[src/hw/rtl/itkf_pkg.sv]
// ----------------------------------------------------------------------------
// itkf_pkg: shared types and constants of the IMU tilt Kalman filter
// Holds the sample and work-item layouts, the configuration record, the
// fixed-point constants and the CORDIC arctangent table.
// ----------------------------------------------------------------------------
package itkf_pkg;

	// Register indexes on the configuration port
	localparam logic [2:0] REG_MODE       = 3'd0;
	localparam logic [2:0] REG_Q_PITCH    = 3'd1;
	localparam logic [2:0] REG_Q_ROLL     = 3'd2;
	localparam logic [2:0] REG_Q_YAW      = 3'd3;
	localparam logic [2:0] REG_R_PITCH    = 3'd4;
	localparam logic [2:0] REG_R_ROLL     = 3'd5;
	localparam logic [2:0] REG_R_YAW      = 3'd6;
	localparam logic [2:0] REG_YAW_OFFSET = 3'd7;

	localparam logic MODE_KALMAN = 1'b0;

	localparam logic signed [20:0] DT_GAIN     = 21'sd456340;
	localparam logic signed [22:0] YAW_DT_GAIN = 23'sd2684355;
	localparam logic [24:0] ONE_Q24   = 25'd16777216;
	localparam logic [24:0] COMP_GAIN = 25'd2516582;
	localparam logic [31:0] G2_LIMIT  = 32'd18454938;
	localparam logic signed [48:0] SMOOTH_OLD = 49'sd52429;
	localparam logic signed [48:0] SMOOTH_NEW = 49'sd13107;

	localparam int SQRT_STEPS   = 24;
	localparam int CORDIC_STEPS = 16;
	localparam int DIV_STEPS    = 25;
	localparam int QUEUE_DEPTH  = 2;

	localparam int INC_PR_W = 19;
	localparam int INC_Y_W  = 22;
	localparam int INC_I_W  = 23;

	typedef struct packed {
		logic [31:0]        r_yaw;
		logic [31:0]        r_roll;
		logic [31:0]        r_pitch;
		logic [31:0]        q_yaw;
		logic [31:0]        q_roll;
		logic [31:0]        q_pitch;
		logic signed [15:0] yaw_rate_offset;
		logic               filter_mode;
	} cfg_t;

	typedef struct packed {
		logic signed [15:0] yaw_rate_est;
		logic signed [15:0] accel_z;
		logic signed [15:0] accel_y;
		logic signed [15:0] accel_x;
		logic signed [15:0] rate_z;
		logic signed [15:0] rate_y;
		logic signed [15:0] rate_x;
	} sample_t;

	// One classified sample as the back end needs it
	typedef struct packed {
		logic signed [INC_I_W-1:0]  inc_i;
		logic signed [INC_Y_W-1:0]  inc_y;
		logic signed [INC_PR_W-1:0] inc_r;
		logic signed [INC_PR_W-1:0] inc_p;
		logic [31:0]                sum3;
		logic [31:0]                den_r;
		logic [31:0]                den_p;
		logic signed [15:0]         ax;
		logic signed [15:0]         ay;
	} item_t;

	function automatic logic signed [24:0] atan_lut(input logic [3:0] i);
		logic signed [24:0] v;
		case (i)
			4'd0: v = 25'sd2949120;
			4'd1: v = 25'sd1740967;
			4'd2: v = 25'sd919879;
			4'd3: v = 25'sd466945;
			4'd4: v = 25'sd234379;
			4'd5: v = 25'sd117304;
			4'd6: v = 25'sd58666;
			4'd7: v = 25'sd29335;
			4'd8: v = 25'sd14668;
			4'd9: v = 25'sd7334;
			4'd10: v = 25'sd3667;
			4'd11: v = 25'sd1833;
			4'd12: v = 25'sd917;
			4'd13: v = 25'sd458;
			4'd14: v = 25'sd229;
			4'd15: v = 25'sd115;
			default: v = 25'sd0;
		endcase
		return v;
	endfunction

	function automatic logic signed [31:0] sat32(input logic signed [63:0] v);
		logic signed [31:0] r;
		if (v > 64'sd2147483647) begin
			r = 32'sh7FFFFFFF;
		end else if (v < -64'sd2147483648) begin
			r = 32'sh80000000;
		end else begin
			r = v[31:0];
		end
		return r;
	endfunction

endpackage

[src/hw/rtl/itkf_queue.sv]
// ----------------------------------------------------------------------------
// itkf_queue: work queue
// Short FIFO between the intake and the filter sequencer.
// ----------------------------------------------------------------------------
module itkf_queue import itkf_pkg::*; (
	input  logic  clk,
	input  logic  arst_n,
	input  logic  push_valid,
	output logic  push_ready,
	input  item_t push_item,
	output logic  pop_valid,
	input  logic  pop,
	output item_t pop_item
);

	localparam int PTR_W = (QUEUE_DEPTH > 1) ? $clog2(QUEUE_DEPTH) : 1;
	localparam int CNT_W = $clog2(QUEUE_DEPTH + 1);

	item_t            mem_q [QUEUE_DEPTH];
	logic [PTR_W-1:0] wr_ptr_q, rd_ptr_q;
	logic [CNT_W-1:0] cnt_q;
	logic             do_push, do_pop;

	assign push_ready = cnt_q != CNT_W'(QUEUE_DEPTH);
	assign pop_valid  = cnt_q != '0;
	assign pop_item   = mem_q[rd_ptr_q];
	assign do_push    = push_valid && push_ready;
	assign do_pop     = pop && pop_valid;

	always_ff @(posedge clk) begin
		if (do_push) begin
			mem_q[wr_ptr_q] <= push_item;
		end
	end

	always_ff @(posedge clk or negedge arst_n) begin
		if (!arst_n) begin
			wr_ptr_q <= '0;
			rd_ptr_q <= '0;
			cnt_q    <= '0;
		end else begin
			if (do_push) begin
				wr_ptr_q <= (wr_ptr_q == PTR_W'(QUEUE_DEPTH - 1)) ? '0 : wr_ptr_q + 1'b1;
			end
			if (do_pop) begin
				rd_ptr_q <= (rd_ptr_q == PTR_W'(QUEUE_DEPTH - 1)) ? '0 : rd_ptr_q + 1'b1;
			end
			cnt_q <= cnt_q + CNT_W'(do_push) - CNT_W'(do_pop);
		end
	end

endmodule

[config.mk]
export PLATFORM = sky130hd
export DESIGN_NAME = itkf_queue
export DESIGN_NICKNAME = d
export VERILOG_FILES = /design/src/hw/rtl/itkf_pkg.sv /design/src/hw/rtl/itkf_queue.sv
export SDC_FILE = /design/constraint.sdc
export NUM_CORES = 1
export LEC_CHECK = 0
export BUFFER_PORTS_ARGS = -buffer_cell sky130_fd_sc_hd__buf_2
export CORE_ASPECT_RATIO = 0.5
export CORE_UTILIZATION = 50
export DETAILED_ROUTE_END_ITERATION = 8
export GPL_ROUTABILITY_DRIVEN = 0
export PLACE_DENSITY = 0.76
export SYNTH_ARGS = -nofsm -noshare
export SYNTH_HDL_FRONTEND = slang
export SYNTH_SLANG_ARGS = --single-unit
[constraint.sdc]
create_clock -name clk -period 13.3 [get_ports clk]
set_clock_uncertainty 0.15 [all_clocks]
set_input_delay 1.995 -clock clk [delete_from_list [all_inputs] [get_ports clk]]
set_output_delay 1.995 -clock clk [all_outputs]
set_load 0.02 [all_outputs]
After elaboration in Yosys (flattened, before gate mapping). Memory sizes are Yosys's and may differ from the RTL's. Index checks and enable logic that the tools add are counted.

Register bits: 4. RAM bits: 422. Output and inout port bits: 213. Logic and storage cells: 16. Memories kept: 1.

Memories: mem_q (words 2, bits a word 211, rd ports 1, clocked after Yosys merged registers in 0, wr ports 1, line itkf_queue.sv:19) `item_t mem_q [QUEUE_DEPTH];`.

Add/subtract/negate cells: 4. Equality and inequality tests: 1. Mux-type cells: 4. Reduce and logical (&&, ||, !) cells: 3.

Operators with widths (number): 1-bit 2-to-1 mux (4); 1-bit adder (second input constant) (2); 2-bit by 1-bit adder with 2-bit output (1); 1-bit logical AND (2); 2-bit != test (second input constant) (1); 2-bit nonzero test (1); 2-bit by 1-bit subtractor with 2-bit output (1).

Longest topological paths before layout.
Depth after elaboration: 4. Mapped depth: 5. Depth with buffers taken out: 5.

Least setup slack after synthesis. No wires, ideal clock.

Path kind: input-to-reg. Start: input port push_valid. End: memory mem_q[0][0] in the netlist's numbering (enable). Arrival: 10821 ps. Data required time: 12364 ps. Setup slack: 1543 ps. Stages: 2. Path buffers: 0. Path through: nand2_1 -> nor2_1.

Longest elaborated chain between the ends: 3.

Ends and longest elaborated chain: from (decl) (line itkf_queue.sv:8) `input logic push_valid,`; 1-bit logical AND (line itkf_queue.sv:27) `assign do_push = push_valid && push_ready;`; 1-bit 2-to-1 mux (line itkf_queue.sv:31) `if (do_push) begin`; 1-bit 2-to-1 mux (not written as such) (line itkf_queue.sv:32) `mem_q[wr_ptr_q] <= push_item;`; to (decl) (line itkf_queue.sv:19).

No other way between the ends.

==> results.cfg <==
[status]
status = completed

[min_path]
min_delay_path_depth = 1
hold_path_class = reg -> reg

[global_route]
grt_usage = 0.187
grt_pass1_wl_um = 47000
grt_pass1_vias = 8127
grt_max_degree = 198
grt-ovfl-total = 0
antenna_found_initial = 8

[timing]
tns_ps = 0
slew_viol_final = 0
period_needed_ps = 5730
relSlewSlack = 0.181
max_freq_mhz = 174
fin_crit_sh = 0.431
hold_viol_final = 0
rsz0062_at_grt = no
setup_viol = 0
worstMarginPinSlew_ps = 1230

[cts]
clkTransAtPathRegs_ps = 60
cts.sinks = 426
cts_buffers = 39
post_cts_buffers = 0
cts_root_buffer = clkbuf_16
cts_tree = yes
cts_resized = 0
cts_max_level = 2
clock_latency_ps = 520
holdBufCountCts = 0
clock_path_buffers = 3

[worst_setup_path]
critPathCapture = pop_item[138]
path_class = reg -> out
r2r-start = cnt_q[0]$_DFF_PN0_
cp.buffers_inverters = 3
critical_path.top_delay_family = buffers and inverters
rr_endpoint = mem_q[1][105]$_DFFE_PP_
slowest_delay_ps = 780
worst_path_max_delay_cell = buf_12
crit_chain = buf_4 -> buf_12 -> mux2_4 -> buf_2
start_kind = flop
r2r_slack_ps = 10450
cp.depth = 4
critical_path_arrival_ps = 3590
rr_worst_depth = 3
startpoint = rd_ptr_q$_DFFE_PN0P_
cp_max_fo = 141
endpoint_kind = output port
worstPathRequired_ps = 11150

[synth]
synth-seq-cells = 426
synth_mux_area_frac = 0.187
synth_nets = 895
synth-simple-area-share = 0.00300
synth_fa_ha_area_frac = 0.000768
synth_compound_area_frac = 0.00192
synth_edf_count = 422
syn_avg_cell_area_um2 = 24.0
syn_inst = 679
ys_warn_count = 0
synthXorXnorAreaFrac = 0.00161
async_flop_share = 0.00939
synth_top_family_by_area = multiplexers
synth_cell_type_count = 20
yosysSeqAreaShare = 0.784
synthesis.area_um2 = 16300
synth_flop_cell = edfxtp_1

[die]
io_pins = 428
std_cell_rows = 46
die_y_um = 130
floorplan.initialDensity = 0.511
die_area_um2 = 33400
core_um2 = 31900
die_x_um = 257

[placed_design]
placed_cells = 1518
dp_hpwl_um = 21900
dpl_cell_area_um2 = 18700
placement.io_buffers = 427

[detailed_routing]
vias = 7933
drt_iter0_markers = 491
routed_wl_um = 33300
wl_per_cell_um = 20.9
drt_pre_antenna_iters = 4
via_per_inst = 4.98
postRouteAntennaNets = 0
drc_errors = 0

[finish]
fill_cells = 2338
layout-drive-gt1-share = 0.604
layout.nets = 1343
final_util = 0.625
final_cell_area_um2 = 19900
fin_cells = 1594
area_delta_synth_final_pct = 22.4

[power]
power_density_nw_per_um2 = 234
ir_drop_v = 0.000170
power_leakage_nw = 7.93

[job]
drv_cap = 0
==> worst min-delay path by stage <==
stage                                       to  slack [ps]                  from
after floorplan           wr_ptr_q$_DFFE_PN0P_         310  wr_ptr_q$_DFFE_PN0P_
after global placement    wr_ptr_q$_DFFE_PN0P_         390  wr_ptr_q$_DFFE_PN0P_
after detailed placement  wr_ptr_q$_DFFE_PN0P_         400  wr_ptr_q$_DFFE_PN0P_
after CTS                 wr_ptr_q$_DFFE_PN0P_         410  wr_ptr_q$_DFFE_PN0P_
after global routing      wr_ptr_q$_DFFE_PN0P_         440  wr_ptr_q$_DFFE_PN0P_
final                     wr_ptr_q$_DFFE_PN0P_         410  wr_ptr_q$_DFFE_PN0P_
==> per-layer routing <==
layer,share of wire,vias up,GRT usage
met2,0.56,181,0.353
met3,0.036,62,0.0340
met1,0.38,4077,0.215
met4,0.027,0,0.0700
met5,0,-,0
li1,-,3613,-
==> metrics by stage <==
stage	hold slack (ps)	total power (W)	worst slack [ps]
final	405	0.00467	7570
after global routing	440	0.00485	7460
after CTS	412	0.00472	7600
after detailed placement	397	0.00364	8170
after global placement	395	0.00359	8240
after floorplan	310	0.00330	1540
==> cell usage after synthesis (2+ instances only) <==
| library cell | n | area [um2] |
|---|---|---|
| dfrtp_1 | 4 | 100 |
| nor2_1 | 3 | 11.3 |
| xnor2_1 | 3 | 26.3 |
| buf_2 | 3 | 15.0 |
| edfxtp_1 | 422 | 12700 |
| mux2_2 | 31 | 349 |
| buf_12 | 11 | 220 |
| mux2_4 | 180 | 2700 |
| nand2_1 | 2 | 7.51 |
| buf_6 | 10 | 113 |
==> sequential cells by signal (all words and copies together), names as in the netlist <==
register / flops
cnt_q: 2
mem_q: 422
rd_ptr_q: 1
wr_ptr_q: 1
==> cell type report <==
type | instances | area, um2 | area share
antenna | 8 | 20.0 | 0.00100
clock buffer | 48 | 1050 | 0.0528
clock inverter | 20 | 161 | 0.00810
timing repair buffer | 431 | 2200 | 0.111
multi-input combinational | 229 | 3180 | 0.160
tap | 432 | 541 | 0.0271
sequential | 426 | 12800 | 0.641
==> report_power, final <==
part | switching, W | total (W) | internal (W)
sequential | 0.0000864 | 0.00193 | 0.00184
clock | 0.000457 | 0.00108 | 0.000618
combinational | 0.000956 | 0.00167 | 0.000710
==> cell families (layout without fill, tap and decap cells) <==
family,count (synthesis),count (layout)
flops,426,426
xor+xnor,3,3
compound gates,4,4
fa+ha+maj,1,1
mux,211,211
other cells,0,8
buf+inv,24,499
simple gates,10,10
==> worst reg2reg max path, stage by stage, from the launching register on <==
cell	delay (ps)
dfrtp_1	440
nand2b_1	190
and3_4	690
buf_12	650
==> placed cells by master (no fill, tap or decap) <==
cell type    n
and3_4       1
or2_2        1
bufinv_16    3
o21ai_0      1
nor2b_1      1
a32oi_1      1
clkbuf_16   41
edfxtp_1   422
buf_4        1
buf_2      427
mux2_4     180
clkbuf_1     7
dfrtp_1      3
buf_12       3
nand2b_1     1
diode_2      8
clkinv_1    11
clkinv_2     6
nor2_1       2
nand3_1      1
mux2_2      31
a211oi_1     1
nor2_4       1
xnor2_1      3
nand2_1      2
a21bo_2      1
dfrtp_4      1
ha_1         1
Note: power is estimated with default switching activity, not from simulation.
