===== src/hw/rtl/itkf_pkg.sv =====
// ----------------------------------------------------------------------------
// itkf_pkg: shared types and constants of the IMU tilt Kalman filter
// Holds the sample and work-item layouts, the configuration record, the
// fixed-point constants and the CORDIC arctangent table.
// ----------------------------------------------------------------------------
package itkf_pkg;

	// Register indexes on the configuration port
	localparam logic [2:0] REG_MODE       = 3'd0;
	localparam logic [2:0] REG_Q_PITCH    = 3'd1;
	localparam logic [2:0] REG_Q_ROLL     = 3'd2;
	localparam logic [2:0] REG_Q_YAW      = 3'd3;
	localparam logic [2:0] REG_R_PITCH    = 3'd4;
	localparam logic [2:0] REG_R_ROLL     = 3'd5;
	localparam logic [2:0] REG_R_YAW      = 3'd6;
	localparam logic [2:0] REG_YAW_OFFSET = 3'd7;

	localparam logic MODE_KALMAN = 1'b0;

	localparam logic signed [20:0] DT_GAIN     = 21'sd456340;
	localparam logic signed [22:0] YAW_DT_GAIN = 23'sd2684355;
	localparam logic [24:0] ONE_Q24   = 25'd16777216;
	localparam logic [24:0] COMP_GAIN = 25'd2516582;
	localparam logic [31:0] G2_LIMIT  = 32'd18454938;
	localparam logic signed [48:0] SMOOTH_OLD = 49'sd52429;
	localparam logic signed [48:0] SMOOTH_NEW = 49'sd13107;

	localparam int SQRT_STEPS   = 24;
	localparam int CORDIC_STEPS = 16;
	localparam int DIV_STEPS    = 25;
	localparam int QUEUE_DEPTH  = 2;

	localparam int INC_PR_W = 19;
	localparam int INC_Y_W  = 22;
	localparam int INC_I_W  = 23;

	typedef struct packed {
		logic [31:0]        r_yaw;
		logic [31:0]        r_roll;
		logic [31:0]        r_pitch;
		logic [31:0]        q_yaw;
		logic [31:0]        q_roll;
		logic [31:0]        q_pitch;
		logic signed [15:0] yaw_rate_offset;
		logic               filter_mode;
	} cfg_t;

	typedef struct packed {
		logic signed [15:0] yaw_rate_est;
		logic signed [15:0] accel_z;
		logic signed [15:0] accel_y;
		logic signed [15:0] accel_x;
		logic signed [15:0] rate_z;
		logic signed [15:0] rate_y;
		logic signed [15:0] rate_x;
	} sample_t;

	// One classified sample as the back end needs it
	typedef struct packed {
		logic signed [INC_I_W-1:0]  inc_i;
		logic signed [INC_Y_W-1:0]  inc_y;
		logic signed [INC_PR_W-1:0] inc_r;
		logic signed [INC_PR_W-1:0] inc_p;
		logic [31:0]                sum3;
		logic [31:0]                den_r;
		logic [31:0]                den_p;
		logic signed [15:0]         ax;
		logic signed [15:0]         ay;
	} item_t;

	function automatic logic signed [24:0] atan_lut(input logic [3:0] i);
		logic signed [24:0] v;
		case (i)
			4'd0: v = 25'sd2949120;
			4'd1: v = 25'sd1740967;
			4'd2: v = 25'sd919879;
			4'd3: v = 25'sd466945;
			4'd4: v = 25'sd234379;
			4'd5: v = 25'sd117304;
			4'd6: v = 25'sd58666;
			4'd7: v = 25'sd29335;
			4'd8: v = 25'sd14668;
			4'd9: v = 25'sd7334;
			4'd10: v = 25'sd3667;
			4'd11: v = 25'sd1833;
			4'd12: v = 25'sd917;
			4'd13: v = 25'sd458;
			4'd14: v = 25'sd229;
			4'd15: v = 25'sd115;
			default: v = 25'sd0;
		endcase
		return v;
	endfunction

	function automatic logic signed [31:0] sat32(input logic signed [63:0] v);
		logic signed [31:0] r;
		if (v > 64'sd2147483647) begin
			r = 32'sh7FFFFFFF;
		end else if (v < -64'sd2147483648) begin
			r = 32'sh80000000;
		end else begin
			r = v[31:0];
		end
		return r;
	endfunction

endpackage


===== src/hw/rtl/itkf_front.sv =====
// ----------------------------------------------------------------------------
// itkf_front: sample intake
// Registers one sample, forms the accelerometer squares and the rounded angle
// increments, and pushes the result into the work queue.
// ----------------------------------------------------------------------------
module itkf_front import itkf_pkg::*; (
	input  logic               clk,
	input  logic               arst_n,
	input  logic signed [15:0] yaw_rate_offset,
	input  logic               s_tvalid,
	output logic               s_tready,
	input  logic [111:0]       s_tdata,
	output logic               push_valid,
	input  logic               push_ready,
	output item_t              push_item
);

	logic    valid_s1;
	sample_t smp_s1;

	logic signed [35:0] mp_x, mp_y;
	logic signed [38:0] my;
	logic signed [16:0] dz;
	logic signed [39:0] mi;
	logic signed [31:0] xx, yy, zz;

	assign s_tready   = !valid_s1 || push_ready;
	assign push_valid = valid_s1;

	always_ff @(posedge clk or negedge arst_n) begin
		if (!arst_n) begin
			valid_s1 <= 1'b0;
		end else if (s_tready) begin
			valid_s1 <= s_tvalid;
		end
	end

	always_ff @(posedge clk) begin
		if (s_tready && s_tvalid) begin
			smp_s1 <= sample_t'(s_tdata);
		end
	end

	always_comb begin
		mp_x = smp_s1.rate_x * DT_GAIN;
		mp_y = smp_s1.rate_y * DT_GAIN;
		my   = smp_s1.yaw_rate_est * YAW_DT_GAIN;
		dz   = 17'(smp_s1.rate_z) - 17'(yaw_rate_offset);
		mi   = dz * YAW_DT_GAIN;
		xx   = smp_s1.accel_x * smp_s1.accel_x;
		yy   = smp_s1.accel_y * smp_s1.accel_y;
		zz   = smp_s1.accel_z * smp_s1.accel_z;

		push_item.inc_p = INC_PR_W'((mp_x + 36'sd32768) >>> 16);
		push_item.inc_r = INC_PR_W'((mp_y + 36'sd32768) >>> 16);
		push_item.inc_y = INC_Y_W'((my + 39'sd32768) >>> 16);
		push_item.inc_i = INC_I_W'((mi + 40'sd32768) >>> 16);
		push_item.den_p = xx + zz;
		push_item.den_r = yy + zz;
		push_item.sum3  = xx + yy + zz;
		push_item.ax    = smp_s1.accel_x;
		push_item.ay    = smp_s1.accel_y;
	end

endmodule


===== config.mk =====
export PLATFORM = sky130hd
export DESIGN_NAME = itkf_front
export DESIGN_NICKNAME = d
export VERILOG_FILES = /design/src/hw/rtl/itkf_pkg.sv /design/src/hw/rtl/itkf_front.sv
export SDC_FILE = /design/constraint.sdc
export NUM_CORES = 2
export LEC_CHECK = 0
export ABC_CLOCK_PERIOD_IN_PS = 32100
export BUFFER_PORTS_ARGS = -buffer_cell sky130_fd_sc_hd__buf_4
export CAP_MARGIN = 20
export CELL_PAD_IN_SITES_DETAIL_PLACEMENT = 0
export CELL_PAD_IN_SITES_GLOBAL_PLACEMENT = 1
export CORE_MARGIN = 4
export CORE_UTILIZATION = 55
export CTS_CLUSTER_SIZE = 30
export DETAILED_ROUTE_END_ITERATION = 6
export PLACE_DENSITY = 0.95
export SLEW_MARGIN = 5
export SYNTH_ARGS = -nofsm -noshare
export SYNTH_HDL_FRONTEND = slang
export SYNTH_SLANG_ARGS = --single-unit

===== constraint.sdc =====
create_clock -name clk -period 32.1 [get_ports clk]
set_clock_uncertainty 0.05 [all_clocks]
set_input_delay 3.21 -clock clk [delete_from_list [all_inputs] [get_ports clk]]
set_output_delay 3.21 -clock clk [all_outputs]
set_load 0.005 [all_outputs]

* Word-level counts from Yosys, hierarchy flattened
Index checks and enable logic that the tools add are counted.
** Word-level totals
- Bits of input ports :: 132
- Output and inout port bits :: 213
- Flip-flop bits (word level) :: 113
** Cells by class
- Add/sub/neg operators :: 9
- Reductions and logical operators :: 3
- $mul :: 7
** Operators with widths (number)
- adder 32 bit :: 4
- multiplier 16 x 16 -> 32 bit :: 3
- adder 35 x 17 -> 35 bit (second input constant) :: 2
- multiplier 16 x 18 -> 33 bit (second input constant) :: 2
- adder 39 x 17 -> 39 bit (second input constant) :: 1
- multiplier 17 x 23 -> 39 bit (second input constant) :: 1
- adder 38 x 17 -> 38 bit (second input constant) :: 1
- multiplier 16 x 23 -> 38 bit (second input constant) :: 1
- subtractor 16 x 16 -> 17 bit :: 1
- logical AND 1 bit :: 1
- zero test 1 bit :: 1
- logical OR 1 bit :: 1

* Logic depth before layout (Yosys ltp)
- Depth in word-level cells :: 3
- Mapped depth :: 39
- Mapped depth without buffers :: 38

* Worst setup path before layout
Ideal clock, no wire load.
- Kind :: input port to output port
- Start :: input yaw_rate_offset[1]
- End :: output push_item[210] (netlist name)
- Arrival time :: 11.278 ns
- Stages :: 36
- Data required time :: 28.840 ns
- Path slack :: 17.562 ns
- Cell sequence :: inv_1 ha_1 nor2b_1 o21ai_0 a21boi_0 o21ai_0 a21boi_0 o21ai_0 a21boi_0 o21ai_0 a21boi_0 o21ai_0 a21boi_0 o21ai_0 a21boi_0 mux2_2 or2_2 fa_1 fa_1 fa_1 inv_1 fa_1 inv_1 fa_1 inv_1 fa_1 inv_1 ha_1 and3_1 a211o_1 a31o_2 a21o_1 a31oi_1 o221ai_1 a31oi_1 xnor2_1
** RTL lines
- start: declaration :: line itkf_front.sv:9 : input logic signed [15:0] yaw_rate_offset,
- end: declaration :: line itkf_front.sv:15 : output item_t push_item

==> summary.txt <==
Route
  • Routed vias/inst: between 5 and 6
  • Post-DRT Antenna Nets: 0
  • Routed wire length: around 130 mm
  • Remaining DRCs: 0
  • Average wire per standard cell: between 15 and 20 um
  • First-pass DRT Iterations: 6
  • 1st-iter DRT viols: about 2000
  • Via count: between 40000 and 50000

Timing
  • Slew @ Worst Pin: ~1.0 ns
  • Max Freq: around 64 MHz
  • Final setup fails: 0
  • Fin. max-slew vios: 0
  • Final Hold Vio Count: 0
  • Final worst-path cycle share: 48.7%
  • RSZ-0062 raised after global routing: no
  • Fin crit period: approximately 16 ns
  • Setup TNS: 0 ns
  • Slew HR: 30.1%

Synth
  • Dominant cells by area after synthesis: fa_1, ha_1, inv_1
  • #FFs+latches synth: 113
  • Number of flops mapped to enable cells by yosys: between 100 and 150
  • Post-synthesis net count: about 8300
  • Synth unique cells: 86
  • Seq/Total Area, Yosys: 5.88%
  • Post-synth ARST share: less than 1%
  • Synthesis Warnings: 0
  • Post-synth top area cell: fa_1
  • Synth Instances: slightly above 6000
  • Post-synth top area share: a little over 40%
  • Mapped Area: just under 0.06 mm^2
  • Synth Flop Type: edfxtp_1
  • Avg Inst Size Synth: 9.51 um^2

Flow run
  • Max-Cap Viols: 0

Placement
  • Buffers on Ports: ~340
  • Routability cong.: approximately 0.96
  • DP HPWL: between 100 and 150 mm

Worst hold path
  • Worst hold start: push_valid$_DFFE_PN0N_
  • HP Class: register to register
  • Hold path endpoint: push_valid$_DFFE_PN0N_
  • Hold path cells: 2

Floorplanning
  • Chip Height: 332 um
  • IO Count: approximately 350
  • Die W: between 300 and 400 um
  • Initial Util: ~56%
  • Core area: between 0.1 and 0.15 mm^2
  • Rows: approximately 120
  • Die area: roughly 0.11 mm^2

Critical path
  • Worst path required time: about 29 ns
  • Critical Path Source Type: primary input
  • Worst setup EP type: output pin
  • Reg2reg path depth: 4
  • Crit Path Category: primary input to output pin
  • WP data arrival: around 12 ns
  • Crit-path max FO: 6
  • R2R setup slack: between 20 and 30 ns
  • RR Startpoint: push_valid$_DFFE_PN0N_
  • Max incr delay on CP: 0.52 ns
  • RR Endpoint: push_item[0]$_DFFE_PP_
  • CP max-delay cell: fa_1
  • CP startpoint: yaw_rate_offset[1]

CTS
  • CTS max path bufs: 2
  • Hold_buf cts: 0
  • Clk_lat worst skew: ~0.52 ns
  • Htree depth: 4
  • Post-cts sizing count: 0
  • Num CTS Buffers: 17
  • Clock sink count: roughly 110
  • CTS tree: yes
  • Worst-path clk slew: around 0.07 ns
  • Root buffer cell: clkbuf_16
  • Postcts setup bufs: 0

Global routing
  • GRT Overall Usage: approximately a quarter
  • Initial antenna violation count: 1
  • Largest net degree at the start of global routing: a little under 60
  • First-pass GRT wire length: 223 mm
  • Vias in the first global route: 43800
  • Global route total overflow: 0

Finish
  • Area Overhead vs Synth: 7.84%
  • Share of cells above drive strength 1: approximately 7%
  • # nets final: ~8600

Outcome
  • Status: complete, no violations
==> how the worst max path moves through the flow <==
| stage | slack (ns) | end | cells past startpoint |
|---|---|---|---|
| 2_1_floorplan | 17.56 | push_item[210] | 36 |
| 3_5_place_dp | 16.50 | push_item[210] | 38 |
| 5_1_grt | 15.69 | push_item[210] | 38 |
| 6_report | 16.48 | push_item[210] | 38 |
| 4_1_cts | 16.45 | push_item[210] | 38 |
| 3_3_place_gp | 16.67 | push_item[210] | 38 |
==> critical path: cells and delay by family <==
family,cells,cell delay [ns]
adder cells (fa/ha/maj),7,2.91
XOR/XNOR,1,0.14
AND/OR/NAND/NOR,2,0.53
AO/OA/AOI/OAI,21,4.71
buffers and inverters,6,0.48
multiplexers,1,0.39
==> state kept, by name, summed over array words and instances, names as in the netlist <==
name,flops
smp_s1,80
push_valid,1
push_item,32
==> final cells by class <==
type	count	area [um^2]
Multi-Input combinational cell	4040	47000
Fill cell	8968	41600
Inverter	1806	6780
Sequential cell	113	3390
Timing Repair Buffer	364	2730
Tap cell	1380	1730
Clock buffer	18	429
Clock inverter	14	129
Antenna cell	2	5.00
==> stage by stage <==
| stage | instance area (um^2) | util [%] | hold slack [ns] | cells | setup slack, ns |
|---|---|---|---|---|---|
| CTS | 62100 | 59.9 | 0.520 | 7735 | 16.45 |
| global route | 62100 | 59.9 | 0.542 | 7736 | 15.69 |
| global placement | 61600 | 59.3 | 0.473 | 7703 | 16.67 |
| floorplan | 57600 | - | 0.487 | 6060 | 17.56 |
| detailed placement | 61600 | 59.3 | 0.505 | 7703 | 16.50 |
| finish | 62100 | 59.9 | 0.516 | 7737 | 16.48 |
==> kinds of logic after synthesis <==
group	synth area share [%]
fa+ha+maj	61.3
flops	5.88
xor+xnor	5.27
simple gates	8.12
buf+inv	12.6
mux	0.0586
compound gates	6.72
==> placed cells by master (no fill, tap or decap), drive strengths merged, types with 16 or more instances in the layout <==
cell and count:
a211oi 23, a21o 86, a21oi 155, a31o 16, a31oi 21, and2 135
and3 21, buf 364, clkbuf 18, edfxtp 112, fa 1170, ha 943
inv 1811, nand2 321, nand2b 42, nand3 47, nand4 21, nor2 243
nor2b 42, nor3 47, o21a 39, o21ai 117, o21bai 22, or2 18
xnor2 251, xor2 93
==> routing by layer <==
| metal | routed length (um) | share of wire, % | global-route usage [%] |
|---|---|---|---|
| met4 | 4150 | 3.1 | 7.84 |
| met1 | 55300 | 41 | 32.6 |
| met5 | 0 | 0 | 0 |
| met2 | 65700 | 49 | 43.0 |
| met3 | 8740 | 6.5 | 5.55 |
==> cell usage after synthesis (6+ instances only) <==
cell and count:
a211o_1 6, a211oi_1 22, a21boi_0 13, a21o_1 84
a21oi_1 154, a31o_2 16, a31oi_1 21, and2_1 134
and3_1 21, and4_1 8, buf_4 32, clkbuf_1 66
edfxtp_1 112, fa_1 1170, ha_1 943, inv_1 1805
maj3_1 9, nand2_1 321, nand2b_1 42, nand3_1 47
nand3b_1 6, nand4_1 21, nor2_1 243, nor2b_1 42
nor3_1 46, nor4_1 11, o2111ai_1 7, o211ai_1 11
o21a_1 39, o21ai_0 115, o21bai_1 21, o31ai_1 8
or2_2 17, or3_1 13, xnor2_1 251, xor2_1 93
Power is not shown: default switching activity piles up to over one toggle a cycle in this logic, so the estimate is an artifact.
